File: src/rtl/sdpd_pkg.sv
// Shared constants, codes, gain tables and control structs for the straight drive controller.
`default_nettype none

package sdpd_pkg;

  localparam int TIME_BITS_DEF    = 32;
  localparam int COUNT_BITS_DEF   = 16;
  localparam int STRIKE_LIMIT_DEF = 3;

  localparam int WIDE_W    = 64;
  localparam int TGT_W     = 13;
  localparam int HEAD_W    = 15;
  localparam int CODE_W    = 2;
  localparam int TRAVEL_W  = 12;
  localparam int CEIL_W    = 8;
  localparam int LDRV_W    = 8;
  localparam int RDRV_W    = 9;
  localparam int STAT_W    = 2;
  localparam int CFG_IDX_W = 2;
  localparam int CFG_W     = 12;
  localparam int GAIN_W    = 11;
  localparam int MUL_STEPS = 12;
  localparam int OUT_W     = 24;

  // tick target = floor(travel * 102e13 / (32 * pi * 1e13)), taken as
  // (travel * ceil(2^62 * ratio)) >> 62; the rounding error stays below the
  // smallest fractional step of the exact quotient for any 12-bit travel
  localparam int TGT_FRAC = 62;
  localparam int RECIP_W  = 63;
  localparam int MACC_W   = TRAVEL_W + RECIP_W;
  localparam logic [127:0] TGT_NUM_K = 128'd1020000000000000;
  localparam logic [127:0] TGT_DEN_K = 128'd1005309649148734;
  localparam logic [RECIP_W-1:0] TGT_RECIP =
    RECIP_W'(((TGT_NUM_K << TGT_FRAC) + TGT_DEN_K - 128'd1) / TGT_DEN_K);

  localparam int HEAD_QUARTER = 5760;
  localparam int HEAD_HALF    = 11520;
  localparam int HEAD_FULL    = 23040;
  localparam int RIGHT_SCALE  = 282;
  localparam int SPEED_LIMIT  = 30;
  localparam int STALL_PERIOD = 250;
  localparam int IDLE_PERIOD  = 100;
  localparam int TRAVEL_MID   = 160;

  localparam logic [CFG_IDX_W-1:0] REG_HEADING = 2'd0;
  localparam logic [CFG_IDX_W-1:0] REG_TRAVEL  = 2'd1;
  localparam logic [CFG_IDX_W-1:0] REG_CEILING = 2'd2;

  localparam logic [STAT_W-1:0] ST_RUN   = 2'd0;
  localparam logic [STAT_W-1:0] ST_IDLE  = 2'd1;
  localparam logic [STAT_W-1:0] ST_ABORT = 2'd2;
  localparam logic [STAT_W-1:0] ST_START = 2'd3;

  localparam logic [1:0] GS_MID   = 2'd0;
  localparam logic [1:0] GS_LONG  = 2'd1;
  localparam logic [1:0] GS_SHORT = 2'd2;

  typedef enum logic [1:0] {SEL_H, SEL_L, SEL_R} div_sel_t;

  typedef struct packed {
    logic     cap;
    logic     mul_step;
    logic     calc1;
    logic     calc2;
    logic     div_go;
    div_sel_t div_sel;
    logic     sum_a;
    logic     sum_b;
    logic     clamp;
    logic     scale;
    logic     finish;
  } sdpd_cmd_t;

  typedef struct packed {
    logic is_start;
    logic moving;
    logic dt_zero;
    logic mul_last;
    logic div_done;
    logic div_busy;
    logic out_free;
  } sdpd_stat_t;

  function automatic logic [GAIN_W-1:0] enc_p(input logic [1:0] gs);
    case (gs)
      GS_MID:   enc_p = 11'd230;
      GS_LONG:  enc_p = 11'd384;
      default:  enc_p = 11'd333;
    endcase
  endfunction

  function automatic logic [GAIN_W-1:0] enc_d(input logic [1:0] gs);
    case (gs)
      GS_MID:   enc_d = 11'd26;
      GS_LONG:  enc_d = 11'd1280;
      default:  enc_d = 11'd128;
    endcase
  endfunction

  function automatic logic [GAIN_W-1:0] ang_p(input logic [1:0] gs);
    case (gs)
      GS_MID:   ang_p = 11'd512;
      default:  ang_p = 11'd0;
    endcase
  endfunction

  function automatic logic [GAIN_W-1:0] ang_d(input logic [1:0] gs);
    case (gs)
      GS_MID:   ang_d = 11'd589;
      default:  ang_d = 11'd0;
    endcase
  endfunction

endpackage

`default_nettype wire

File: src/rtl/sdpd_div.sv
// Shared radix-2 restoring divider, signed numerator, unsigned divisor, truncating quotient.
`default_nettype none

module sdpd_div (
  input  wire logic                             clk,
  input  wire logic                             rst,
  input  wire logic                             start,
  input  wire logic signed [sdpd_pkg::WIDE_W-1:0] num,
  input  wire logic        [sdpd_pkg::WIDE_W-1:0] den,
  output logic                                  busy,
  output logic                                  done,
  output logic signed      [sdpd_pkg::WIDE_W-1:0] quot
);
  import sdpd_pkg::*;

  localparam int CNT_W = $clog2(WIDE_W);

  logic [CNT_W-1:0]  cnt;
  logic [WIDE_W-1:0] q;
  logic [WIDE_W-1:0] rem;
  logic [WIDE_W-1:0] den_r;
  logic              neg;
  logic [WIDE_W:0]   sh;
  logic [WIDE_W:0]   diff;

  assign sh   = {rem, q[WIDE_W-1]};
  assign diff = sh - {1'b0, den_r};
  assign quot = neg ? -$signed(q) : $signed(q);

  always_ff @(posedge clk) begin
    if (rst) begin
      busy <= 1'b0;
      done <= 1'b0;
      cnt  <= '0;
    end else begin
      done <= 1'b0;
      if (start) begin
        busy  <= 1'b1;
        cnt   <= '0;
        neg   <= num[WIDE_W-1];
        q     <= num[WIDE_W-1] ? WIDE_W'(-num) : WIDE_W'(num);
        rem   <= '0;
        den_r <= den;
      end else if (busy) begin
        if (!diff[WIDE_W]) begin
          rem <= diff[WIDE_W-1:0];
          q   <= {q[WIDE_W-2:0], 1'b1};
        end else begin
          rem <= sh[WIDE_W-1:0];
          q   <= {q[WIDE_W-2:0], 1'b0};
        end
        cnt <= cnt + 1'b1;
        if (cnt == CNT_W'(WIDE_W - 1)) begin
          busy <= 1'b0;
          done <= 1'b1;
        end
      end
    end
  end

endmodule

`default_nettype wire

File: src/rtl/sdpd_dp.sv
// Datapath: configuration, move state, PD terms, clamps, stall and idle checks, result register.
`default_nettype none

module sdpd_dp #(
  parameter int TIME_BITS    = sdpd_pkg::TIME_BITS_DEF,
  parameter int COUNT_BITS   = sdpd_pkg::COUNT_BITS_DEF,
  parameter int STRIKE_LIMIT = sdpd_pkg::STRIKE_LIMIT_DEF
) (
  input  wire logic                               clk,
  input  wire logic                               rst,
  input  wire logic                               cfg_we,
  input  wire logic [sdpd_pkg::CFG_IDX_W-1:0]     cfg_index,
  input  wire logic [sdpd_pkg::CFG_W-1:0]         cfg_data,
  input  wire logic                               in_req,
  input  wire logic [TIME_BITS-1:0]               in_time,
  input  wire logic [sdpd_pkg::HEAD_W-1:0]        in_head,
  input  wire logic signed [COUNT_BITS-1:0]       in_left,
  input  wire logic signed [COUNT_BITS-1:0]       in_right_raw,
  input  wire sdpd_pkg::sdpd_cmd_t                cmd,
  output sdpd_pkg::sdpd_stat_t                    st,
  output logic                                    out_valid,
  input  wire logic                               out_ready,
  output logic [sdpd_pkg::LDRV_W-1:0]             out_left,
  output logic [sdpd_pkg::RDRV_W-1:0]             out_right,
  output logic [sdpd_pkg::STAT_W-1:0]             out_status
);
  import sdpd_pkg::*;

  localparam int EW    = ((COUNT_BITS > TGT_W) ? COUNT_BITS : TGT_W) + 2;
  localparam int DW    = EW + 1;
  localparam int SK_W  = $clog2(STRIKE_LIMIT + 1);
  localparam int MC_W  = $clog2(MUL_STEPS);
  localparam int EHW   = HEAD_W;
  localparam int DHW   = HEAD_W + 1;

  // configuration
  logic [CODE_W-1:0]   heading_code;
  logic [TRAVEL_W-1:0] travel_mm;
  logic [CEIL_W-1:0]   drive_ceiling;

  // move state
  logic                   moving;
  logic [TGT_W-1:0]       tick_target;
  logic [1:0]             gain_set;
  logic [CODE_W-1:0]      target_code;
  logic [TIME_BITS-1:0]   last_time, stall_window_start, idle_since;
  logic [HEAD_W-1:0]      last_heading;
  logic signed [EW-1:0]   last_left_error, last_right_error;
  logic signed [COUNT_BITS-1:0] stall_ref_left;
  logic signed [COUNT_BITS:0]   stall_ref_right;
  logic [SK_W-1:0]        stall_strikes;

  // captured item
  logic                   req;
  logic [TIME_BITS-1:0]   now;
  logic [HEAD_W-1:0]      head;
  logic signed [COUNT_BITS-1:0] left;
  logic signed [COUNT_BITS:0]   right;

  // working registers
  logic [MACC_W-1:0]      mul_acc;
  logic [MC_W-1:0]        mul_cnt;
  logic signed [EW-1:0]   el, er;
  logic signed [DW-1:0]   dl, dr;
  logic signed [EHW-1:0]  eh;
  logic signed [DHW-1:0]  dh;
  logic [TIME_BITS-1:0]   dt;
  logic                   dt_zero;
  logic signed [WIDE_W-1:0] pa, pl, pr, nh, nl, nr;
  logic signed [WIDE_W-1:0] qh, ql, qr;
  logic signed [WIDE_W-1:0] ang, l1, r1, lraw, rraw;
  logic [23:0]            lc, rc;
  logic [32:0]            rq24;
  div_sel_t               sel;

  // divider
  logic                     dv_busy, dv_done;
  logic signed [WIDE_W-1:0] dv_num, dv_quot;
  logic [WIDE_W-1:0]        dv_den;

  sdpd_div u_div (
    .clk   (clk),
    .rst   (rst),
    .start (cmd.div_go),
    .num   (dv_num),
    .den   (dv_den),
    .busy  (dv_busy),
    .done  (dv_done),
    .quot  (dv_quot)
  );

  always_comb begin
    case (cmd.div_sel)
      SEL_H:   dv_num = nh;
      SEL_L:   dv_num = nl;
      SEL_R:   dv_num = nr;
      default: dv_num = nh;
    endcase
    dv_den = WIDE_W'(dt);
  end

  // combinational terms for the first calculation step
  logic signed [EW-1:0]   el_c, er_c;
  logic signed [16:0]     eh0;
  logic signed [EHW-1:0]  eh_c;
  logic signed [TGT_W:0]  tgt_s;

  assign tgt_s = $signed({1'b0, tick_target});
  assign el_c  = EW'(tgt_s) - EW'(left);
  assign er_c  = EW'(tgt_s) - EW'(right);
  assign eh0   = $signed(17'(target_code) * 17'(HEAD_QUARTER)) - $signed({2'b0, head});

  always_comb begin
    if (eh0 > 17'sd11520)
      eh_c = EHW'(eh0 - 17'sd23040);
    else if (eh0 <= -17'sd11520)
      eh_c = EHW'(eh0 + 17'sd23040);
    else
      eh_c = EHW'(eh0);
  end

  // products for the second step
  logic signed [GAIN_W+EHW:0]  pa_m;
  logic signed [GAIN_W+DHW:0]  nh_m;
  logic signed [GAIN_W+EW:0]   pl_m, pr_m;
  logic signed [GAIN_W+DW:0]   nl_m, nr_m;

  assign pa_m = $signed({1'b0, ang_p(gain_set)}) * eh;
  assign nh_m = $signed({1'b0, ang_d(gain_set)}) * dh;
  assign pl_m = $signed({1'b0, enc_p(gain_set)}) * el;
  assign pr_m = $signed({1'b0, enc_p(gain_set)}) * er;
  assign nl_m = $signed({1'b0, enc_d(gain_set)}) * dl;
  assign nr_m = $signed({1'b0, enc_d(gain_set)}) * dr;

  // clamp
  logic signed [WIDE_W-1:0] top;
  assign top = $signed(WIDE_W'({drive_ceiling, 16'b0}));

  // finish decisions
  logic                   fast, win, hit, abort, idle_out;
  logic signed [COUNT_BITS:0]   cl;
  logic signed [COUNT_BITS+1:0] cr;
  logic [SK_W-1:0]        strikes_new;
  logic [TIME_BITS-1:0]   idle_new;

  assign fast = (lc > 24'(SPEED_LIMIT << 16)) || (rq24 > 33'(SPEED_LIMIT) << 24);
  assign win  = (now - stall_window_start) >= TIME_BITS'(STALL_PERIOD);
  assign cl   = (COUNT_BITS+1)'(left) - (COUNT_BITS+1)'(stall_ref_left);
  assign cr   = (COUNT_BITS+2)'(right) - (COUNT_BITS+2)'(stall_ref_right);
  assign hit  = fast && (cl > -2) && (cl < 2) && (cr > -2) && (cr < 2);

  always_comb begin
    if (!hit)
      strikes_new = '0;
    else if (stall_strikes < SK_W'(STRIKE_LIMIT))
      strikes_new = stall_strikes + 1'b1;
    else
      strikes_new = stall_strikes;
  end

  assign abort    = win && (strikes_new >= SK_W'(STRIKE_LIMIT));
  assign idle_new = fast ? now : idle_since;
  assign idle_out = (now - idle_new) > TIME_BITS'(IDLE_PERIOD);

  assign st.is_start = !req;
  assign st.moving   = moving;
  assign st.dt_zero  = dt_zero;
  assign st.mul_last = (mul_cnt == MC_W'(MUL_STEPS));
  assign st.div_done = dv_done;
  assign st.div_busy = dv_busy;
  assign st.out_free = !out_valid || out_ready;

  always_ff @(posedge clk) begin
    if (rst) begin
      heading_code  <= '0;
      travel_mm     <= TRAVEL_W'(TRAVEL_MID);
      drive_ceiling <= 8'd175;
      moving        <= 1'b0;
      out_valid     <= 1'b0;
      mul_cnt       <= '0;
      stall_strikes <= '0;
    end else begin
      if (cfg_we) begin
        case (cfg_index)
          REG_HEADING: heading_code  <= cfg_data[CODE_W-1:0];
          REG_TRAVEL:  travel_mm     <= cfg_data[TRAVEL_W-1:0];
          REG_CEILING: drive_ceiling <= cfg_data[CEIL_W-1:0];
          default: ;
        endcase
      end

      if (out_valid && out_ready)
        out_valid <= 1'b0;

      if (cmd.cap) begin
        req     <= in_req;
        now     <= in_time;
        head    <= in_head;
        left    <= in_left;
        right   <= -(COUNT_BITS+1)'(in_right_raw);
        mul_acc <= '0;
        mul_cnt <= '0;
      end

      // shift-add product travel * reciprocal constant
      if (cmd.mul_step) begin
        if (travel_mm[mul_cnt])
          mul_acc <= mul_acc + (MACC_W'(TGT_RECIP) << mul_cnt);
        mul_cnt <= mul_cnt + 1'b1;
      end

      if (cmd.div_go)
        sel <= cmd.div_sel;

      if (dv_done) begin
        case (sel)
          SEL_H:   qh <= dv_quot;
          SEL_L:   ql <= dv_quot;
          SEL_R:   qr <= dv_quot;
          default: ;
        endcase
      end

      if (cmd.calc1) begin
        el      <= el_c;
        er      <= er_c;
        dl      <= DW'(el_c) - DW'(last_left_error);
        dr      <= DW'(er_c) - DW'(last_right_error);
        eh      <= eh_c;
        dh      <= $signed({1'b0, head}) - $signed({1'b0, last_heading});
        dt      <= now - last_time;
        dt_zero <= (now == last_time);
      end

      if (cmd.calc2) begin
        pa <= WIDE_W'(pa_m) <<< 2;
        nh <= WIDE_W'(nh_m) <<< 2;
        pl <= WIDE_W'(pl_m) <<< 8;
        pr <= WIDE_W'(pr_m) <<< 8;
        nl <= WIDE_W'(nl_m) <<< 8;
        nr <= WIDE_W'(nr_m) <<< 8;
        // no derivative on a zero time step
        qh <= '0;
        ql <= '0;
        qr <= '0;
      end

      if (cmd.sum_a) begin
        ang <= pa + qh;
        l1  <= pl + ql;
        r1  <= pr + qr;
      end

      if (cmd.sum_b) begin
        lraw <= l1 + ang;
        rraw <= r1 - ang;
      end

      if (cmd.clamp) begin
        lc <= (lraw < 0) ? 24'd0 : ((lraw > top) ? top[23:0] : lraw[23:0]);
        rc <= (rraw < 0) ? 24'd0 : ((rraw > top) ? top[23:0] : rraw[23:0]);
      end

      if (cmd.scale)
        rq24 <= 33'(rc) * 33'(RIGHT_SCALE);

      if (cmd.finish) begin
        out_valid  <= 1'b1;
        out_left   <= '0;
        out_right  <= '0;
        out_status <= ST_IDLE;
        if (!req) begin
          tick_target <= mul_acc[TGT_FRAC +: TGT_W];
          gain_set <= (travel_mm == TRAVEL_W'(TRAVEL_MID)) ? GS_MID :
                      ((travel_mm > TRAVEL_W'(TRAVEL_MID)) ? GS_LONG : GS_SHORT);
          target_code        <= heading_code;
          last_left_error    <= EW'(mul_acc[TGT_FRAC +: TGT_W]);
          last_right_error   <= EW'(mul_acc[TGT_FRAC +: TGT_W]);
          last_heading       <= head;
          last_time          <= now;
          stall_window_start <= now;
          idle_since         <= now;
          stall_ref_left     <= '0;
          stall_ref_right    <= '0;
          stall_strikes      <= '0;
          moving             <= 1'b1;
          out_status         <= ST_START;
        end else if (moving) begin
          if (win)
            stall_strikes <= strikes_new;
          if (abort) begin
            moving     <= 1'b0;
            out_status <= ST_ABORT;
          end else begin
            if (win) begin
              stall_ref_left     <= left;
              stall_ref_right    <= right;
              stall_window_start <= now;
            end
            idle_since <= idle_new;
            if (idle_out) begin
              moving <= 1'b0;
            end else begin
              out_left         <= lc[23:16];
              out_right        <= rq24[32:24];
              out_status       <= ST_RUN;
              last_time        <= now;
              last_heading     <= head;
              last_left_error  <= el;
              last_right_error <= er;
            end
          end
        end
      end
    end
  end

endmodule

`default_nettype wire

File: src/rtl/sdpd_ctrl.sv
// Controller: sequences capture, target multiply, PD steps, shared divides and result hand-off.
`default_nettype none

module sdpd_ctrl (
  input  wire logic                 clk,
  input  wire logic                 rst,
  input  wire logic                 in_valid,
  output logic                      in_ready,
  input  wire sdpd_pkg::sdpd_stat_t st,
  output sdpd_pkg::sdpd_cmd_t       cmd
);
  import sdpd_pkg::*;

  typedef enum logic [13:0] {
    S_IDLE  = 14'b00000000000001,
    S_DISP  = 14'b00000000000010,
    S_MUL   = 14'b00000000000100,
    S_GOH   = 14'b00000000001000,
    S_CALC1 = 14'b00000000010000,
    S_CALC2 = 14'b00000000100000,
    S_DIVH  = 14'b00000001000000,
    S_DIVL  = 14'b00000010000000,
    S_DIVR  = 14'b00000100000000,
    S_SUMA  = 14'b00001000000000,
    S_SUMB  = 14'b00010000000000,
    S_CLAMP = 14'b00100000000000,
    S_SCALE = 14'b01000000000000,
    S_DONE  = 14'b10000000000000
  } state_t;

  state_t state, state_next;

  always_comb begin
    state_next = state;
    cmd        = '0;
    in_ready   = 1'b0;
    case (state)
      S_IDLE: begin
        in_ready = 1'b1;
        if (in_valid) begin
          cmd.cap    = 1'b1;
          state_next = S_DISP;
        end
      end
      S_DISP: begin
        if (st.is_start)
          state_next = S_MUL;
        else if (!st.moving)
          state_next = S_DONE;
        else
          state_next = S_CALC1;
      end
      S_MUL: begin
        if (st.mul_last)
          state_next = S_DONE;
        else
          cmd.mul_step = 1'b1;
      end
      S_CALC1: begin
        cmd.calc1  = 1'b1;
        state_next = S_CALC2;
      end
      S_CALC2: begin
        cmd.calc2 = 1'b1;
        if (st.dt_zero)
          state_next = S_SUMA;
        else
          state_next = S_GOH;
      end
      S_GOH: begin
        // numerators are registered now
        cmd.div_go  = 1'b1;
        cmd.div_sel = SEL_H;
        state_next  = S_DIVH;
      end
      S_DIVH: begin
        if (st.div_done) begin
          cmd.div_go  = 1'b1;
          cmd.div_sel = SEL_L;
          state_next  = S_DIVL;
        end
      end
      S_DIVL: begin
        if (st.div_done) begin
          cmd.div_go  = 1'b1;
          cmd.div_sel = SEL_R;
          state_next  = S_DIVR;
        end
      end
      S_DIVR: begin
        if (st.div_done)
          state_next = S_SUMA;
      end
      S_SUMA: begin
        cmd.sum_a  = 1'b1;
        state_next = S_SUMB;
      end
      S_SUMB: begin
        cmd.sum_b  = 1'b1;
        state_next = S_CLAMP;
      end
      S_CLAMP: begin
        cmd.clamp  = 1'b1;
        state_next = S_SCALE;
      end
      S_SCALE: begin
        cmd.scale  = 1'b1;
        state_next = S_DONE;
      end
      S_DONE: begin
        // hold until the result register can take the new transfer
        if (st.out_free) begin
          cmd.finish = 1'b1;
          state_next = S_IDLE;
        end
      end
      default: state_next = S_IDLE;
    endcase
  end

  always_ff @(posedge clk) begin
    if (rst)
      state <= S_IDLE;
    else
      state <= state_next;
  end

  a_go_idle_div: assert property (@(posedge clk) disable iff (rst)
    cmd.div_go |-> !st.div_busy)
    else $error("divider started while busy");

  a_finish_free: assert property (@(posedge clk) disable iff (rst)
    cmd.finish |-> st.out_free)
    else $error("result loaded over an untaken result");

  a_done_waits: assert property (@(posedge clk) disable iff (rst)
    st.div_done |-> (state == S_DIVH || state == S_DIVL || state == S_DIVR))
    else $error("divide finished outside a divide wait");

  a_cap_leaves_idle: assert property (@(posedge clk) disable iff (rst)
    cmd.cap |=> state == S_DISP)
    else $error("capture did not advance to dispatch");

endmodule

`default_nettype wire

File: src/rtl/straight_drive_pd_with_stall_abort.sv
// Top level of the straight drive PD controller with stall abort.
//
//  channel  direction  handshake            payload
//  s_axis   in         tvalid/tready        tuser: req_type; tdata: time, heading, counts
//  m_axis   out        tvalid/tready        tdata: left_drive, right_drive, move_status
//  cfg      in         cfg_we               cfg_index, cfg_data
//
// A start item runs capture, dispatch, 12 shift-add steps for the reciprocal product that
// gives the tick target, a check that the steps are complete, and the result load.
// A tick while moving runs three divides by dt in turn on the shared radix-2 divider;
// a zero dt skips them. A tick while stopped goes from dispatch to the result load.
// The result register lets a finished result wait while the next item is accepted;
// a second result holds in the controller until taken.
// Reset is synchronous; no item is accepted while one is in work.
`default_nettype none

module straight_drive_pd_with_stall_abort #(
  parameter int TIME_BITS          = sdpd_pkg::TIME_BITS_DEF,
  parameter int COUNT_BITS         = sdpd_pkg::COUNT_BITS_DEF,
  parameter int STALL_STRIKE_LIMIT = sdpd_pkg::STRIKE_LIMIT_DEF,
  parameter int IN_W = (((TIME_BITS + sdpd_pkg::HEAD_W + 2 * COUNT_BITS) + 7) / 8) * 8
) (
  input  wire logic                           clk,
  input  wire logic                           rst,
  input  wire logic                           s_axis_tvalid,
  output logic                                s_axis_tready,
  // time_ms, heading, left_count, right_count_raw (from bit 0 up)
  input  wire logic [IN_W-1:0]                s_axis_tdata,
  // req_type
  input  wire logic                           s_axis_tuser,
  output logic                                m_axis_tvalid,
  input  wire logic                           m_axis_tready,
  // left_drive, right_drive, move_status (from bit 0 up)
  output logic [sdpd_pkg::OUT_W-1:0]          m_axis_tdata,
  input  wire logic                           cfg_we,
  input  wire logic [sdpd_pkg::CFG_IDX_W-1:0] cfg_index,
  input  wire logic [sdpd_pkg::CFG_W-1:0]     cfg_data
);
  import sdpd_pkg::*;

  localparam int HEAD_LO  = TIME_BITS;
  localparam int LEFT_LO  = HEAD_LO + HEAD_W;
  localparam int RIGHT_LO = LEFT_LO + COUNT_BITS;

  sdpd_cmd_t  cmd;
  sdpd_stat_t st;

  logic [LDRV_W-1:0] out_left;
  logic [RDRV_W-1:0] out_right;
  logic [STAT_W-1:0] out_status;

  sdpd_ctrl u_ctrl (
    .clk      (clk),
    .rst      (rst),
    .in_valid (s_axis_tvalid),
    .in_ready (s_axis_tready),
    .st       (st),
    .cmd      (cmd)
  );

  sdpd_dp #(
    .TIME_BITS    (TIME_BITS),
    .COUNT_BITS   (COUNT_BITS),
    .STRIKE_LIMIT (STALL_STRIKE_LIMIT)
  ) u_dp (
    .clk          (clk),
    .rst          (rst),
    .cfg_we       (cfg_we),
    .cfg_index    (cfg_index),
    .cfg_data     (cfg_data),
    .in_req       (s_axis_tuser),
    .in_time      (s_axis_tdata[TIME_BITS-1:0]),
    .in_head      (s_axis_tdata[HEAD_LO +: HEAD_W]),
    .in_left      ($signed(s_axis_tdata[LEFT_LO +: COUNT_BITS])),
    .in_right_raw ($signed(s_axis_tdata[RIGHT_LO +: COUNT_BITS])),
    .cmd          (cmd),
    .st           (st),
    .out_valid    (m_axis_tvalid),
    .out_ready    (m_axis_tready),
    .out_left     (out_left),
    .out_right    (out_right),
    .out_status   (out_status)
  );

  assign m_axis_tdata = OUT_W'({out_status, out_right, out_left});

endmodule

`default_nettype wire
File: config.mk
export PLATFORM = sky130hd
export DESIGN_NAME = straight_drive_pd_with_stall_abort
export DESIGN_NICKNAME = d
export VERILOG_FILES = /design/src/rtl/sdpd_pkg.sv /design/src/rtl/sdpd_div.sv /design/src/rtl/sdpd_dp.sv /design/src/rtl/sdpd_ctrl.sv /design/src/rtl/straight_drive_pd_with_stall_abort.sv
export SDC_FILE = /design/constraint.sdc
export NUM_CORES = 2
export LEC_CHECK = 0
export BUFFER_PORTS_ARGS = -buffer_cell sky130_fd_sc_hd__buf_2
export CORE_MARGIN = 1
export CORE_UTILIZATION = 45
export CTS_CLUSTER_DIAMETER = 120
export DETAILED_ROUTE_END_ITERATION = 12
export GPL_ROUTABILITY_DRIVEN = 1
export SYNTH_ARGS = -nofsm -noshare
export SYNTH_HDL_FRONTEND = slang
export SYNTH_SLANG_ARGS = --single-unit
export TNS_END_PERCENT = 5
File: constraint.sdc
create_clock -name clk -period 17.6 [get_ports clk]
set_clock_uncertainty 0.15 [all_clocks]
set_input_delay 0.88 -clock clk [delete_from_list [all_inputs] [get_ports clk]]
set_output_delay 0.88 -clock clk [all_outputs]
set_load 0.05 [all_outputs]
==> impl_results.md <==
* Longest Clk Path Bufs at 3
* Setup TNS at 0 ns
* Die Y-Extent at between 500 and 600 um
* Worst slack, placed at around 8 ns
* Post-synth top area share at 38.0%
* Mapped Cells at between 10000 and 15000
* Syn_area_per_cell at ~10 um^2
* Fmax at around 110 MHz
* First DRT Iteration DRCs at approximately 5200
* Post-DRT Antenna Nets at 0
* Post-CTS Resized at 0
* Max-slew violation count at 0
* Initial antenna violation count at 6
* Minimum clock period at ~9.4 ns
* Crit path largest cell delay at about 0.60 ns
* Required @ worst endpoint at 17.93 ns
* Hold Crit Class: in -> reg
* CP Launch Type: flip-flop
* Die width at ~500 um
* Core area at approximately 250000 um^2
* Root Driver: clkbuf_16
* I/O Buffers at roughly 120
* CP max FO at 40
* CP arrival at slightly below 10 ns
* CTS clk-pin slew, worst paths at ~0.06 ns
* NetSw at approximately 1.9 mW
* Switching Share at 23.1%
* Seq pwr share at between 40 and 50%
* # setup viols final at 0
* Total number of vias at between 70000 and 80000
* Worst VDD drop at 0.113 mV
* Synthesized flop and latch total at 1472
* Layout Utilization at between 40% and 50%
* Clock sinks at about 1500
* GPL Wtd Cong at 0.900
* Synth-to-layout area growth at 9.91%
* Main synth FF type: edfxtp_1
* Final Hold Fails at 0
* Avg Vias per Cell at approximately 5.4
* Logic pwr share at 6.5%
* Most frequent cell after synthesis: edfxtp_1
* DR WL/cell at 18.6 um
* Clock Power Share at a little under half
* Fin crit share at between 50 and 60%
* Yosys warning total at 0
* Post-CTS Setup Bufs at 0
* Synth top area cells: edfxtp_1, ha_1, fa_1
* Pint at around 6.3 mW
* CP Class: reg -> reg
* Ports at between 100 and 150
* Layout cells sized above 1 at around 5.2%
* Status: complete, no violations
* Remaining Overflow, GRT at 0
* Row cnt at approximately 180
* PwrDens at 66.3 nW/um^2
* Leakage at 52.4 nW
* Setup ws final at 8.15 ns
* Worst-margin pin slew at approximately 1.2 ns
* Number of distinct library cells after synthesis at 100
* Largest net degree at the start of global routing at around 150
* EDFF count, synth at 1420
* Sequential fraction of the synthesis area at roughly two fifths
* WL final at 271000 um
* CTS Buf Count at 171
* TritonCTS clock tree: yes
* Crit. End Element: flip-flop
* Most instantiated cells after synthesis: edfxtp_1, inv_1, ha_1
* First-pass detailed-route iteration total at 8
* Global Route Usage Sum at 21.6%
* Max-Cap Viols at 0
* Post-Synthesis Cell Area at roughly 110000 um^2
* Die Footprint at around 250000 um^2
* Drt drc at 0
* RSZ-0062 raised after global routing: false
* Share of flip-flops with an asynchronous set or reset at 0%
* Final net count at approximately 13000
* Slowest CP cell: a211oi_1
* Vias in the first global route at just under 80000
* Slew margin rel. at between 10% and 20%
* Yosys top cell by area: edfxtp_1
* Later-pin clock latency in the skew report at approximately 0.85 ns
* Initial Util at a little under half
* First-pass GRT wire length at 429000 um
* H-Tree Depth at 4
* Dpl hpwl at around 210000 um
[layout make-up]
class                   instances  area, um^2
multi-input cells            7908       62700
diodes                          4        10.0
clock buffers                 205        4450
repair buffers                249        1760
flip-flops and latches       1472       43700
clock inverters               113        1480
inverters                    1326        4980
fillers                     22300      124000
well taps                    3312        4140
[metrics by stage]
step | instances | instance area, um^2 | hold WS (ns) | total power [mW]
finish | 14600 | 123000 | 0.117 | 8.16
CTS | 14600 | 123000 | 0.0431 | 8.25
global route | 14600 | 123000 | 0.0906 | 8.44
floorplan | 11000 | 112000 | 0.250 | 4.33
detailed placement | 14200 | 117000 | 0.255 | 4.48
global placement | 14200 | 117000 | 0.250 | 4.47
[routing by layer]
metal	GRT usage (%)	vias to the layer above	share of wire, %
li1	-	39000	-
met1	29.0	38100	46
met2	36.8	1556	48
met3	2.48	336	3.9
met4	5.75	0	2.5
met5	0	-	0
[flip-flops by register name (all words and copies together), names as in the netlist, 30 cells and up]
name / flops
u_dp.u_div.rem: 64
u_dp.qr: 64
u_dp.now: 32
u_dp.u_div.q: 64
u_dp.l1: 64
u_dp.mul_acc: 75
u_dp.ql: 64
u_dp.rq24: 32
u_dp.stall_window_start: 32
u_dp.lraw: 64
u_dp.qh: 64
u_dp.nl: 30
u_dp.r1: 64
u_dp.nr: 30
u_dp.idle_since: 32
u_dp.u_div.den_r: 32
u_dp.dt: 32
u_dp.ang: 64
u_dp.last_time: 32
u_dp.rraw: 64
[final timing paths]
check	from	to	slack (ns)	cells past startpoint
worst max register to register	u_dp.rq24[1]	u_dp.last_heading[7]	8.15	25
worst min-delay path	cfg_data[11]	u_dp.travel_mm[11]	0.12	3
worst min register to register	u_dp.dt[28]	u_dp.u_div.den_r[28]	0.25	0
worst max-delay path	u_dp.rq24[1]	u_dp.last_heading[7]	8.15	25
[cells by family (layout without fill, tap and decap cells)]
| family | Yosys count | count (layout) | synth area share [%] |
|---|---|---|---|
| compound gates | 2385 | 2385 | 13.3 |
| xor+xnor | 755 | 755 | 5.90 |
| fa+ha+maj | 1708 | 1708 | 22.2 |
| buf+inv | 1580 | 1893 | 5.32 |
| flops | 1472 | 1472 | 39.0 |
| mux | 93 | 93 | 0.877 |
| other cells | 2 | 17 | 0.00670 |
| simple gates | 2954 | 2954 | 13.4 |
[critical path, delay by kind of cell, from the launching register on]
family,cells,cell delay [ns]
simple gates,10,3.35
compound gates,9,2.46
buf+inv,4,1.87
fa+ha+maj,2,0.65
flops,1,0.36
[power groups by stage]
stage | logic [mW] | clock network [mW] | registers, mW
global placement | 0.511 | 0 | 3.96
detailed placement | 0.520 | 0 | 3.96
finish | 0.534 | 3.74 | 3.89
global route | 0.597 | 3.96 | 3.89
floorplan | 0.387 | 0 | 3.94
CTS | 0.534 | 3.83 | 3.89
[timing repair]
item | 4_1_cts | 5_1_grt
hold buffers | 64 | 0
setup endpoints to repair | 0 | 0
endpoints found under the hold margin | 64 | 0
[cell usage in the layout (no fill, tap or decap), drive strengths merged, types with 160 or more instances in the layout]
master     n
buf      185
and2     430
fa       469
nor2b    161
xor2     256
nor2     724
a21o     294
xnor2    499
o21ai    539
ha      1237
nand3    244
clkbuf   205
edfxtp  1420
nand2b   160
inv     1336
nand2    586
a21oi    763
nor3     181
Power figures use the tool's default switching activity.
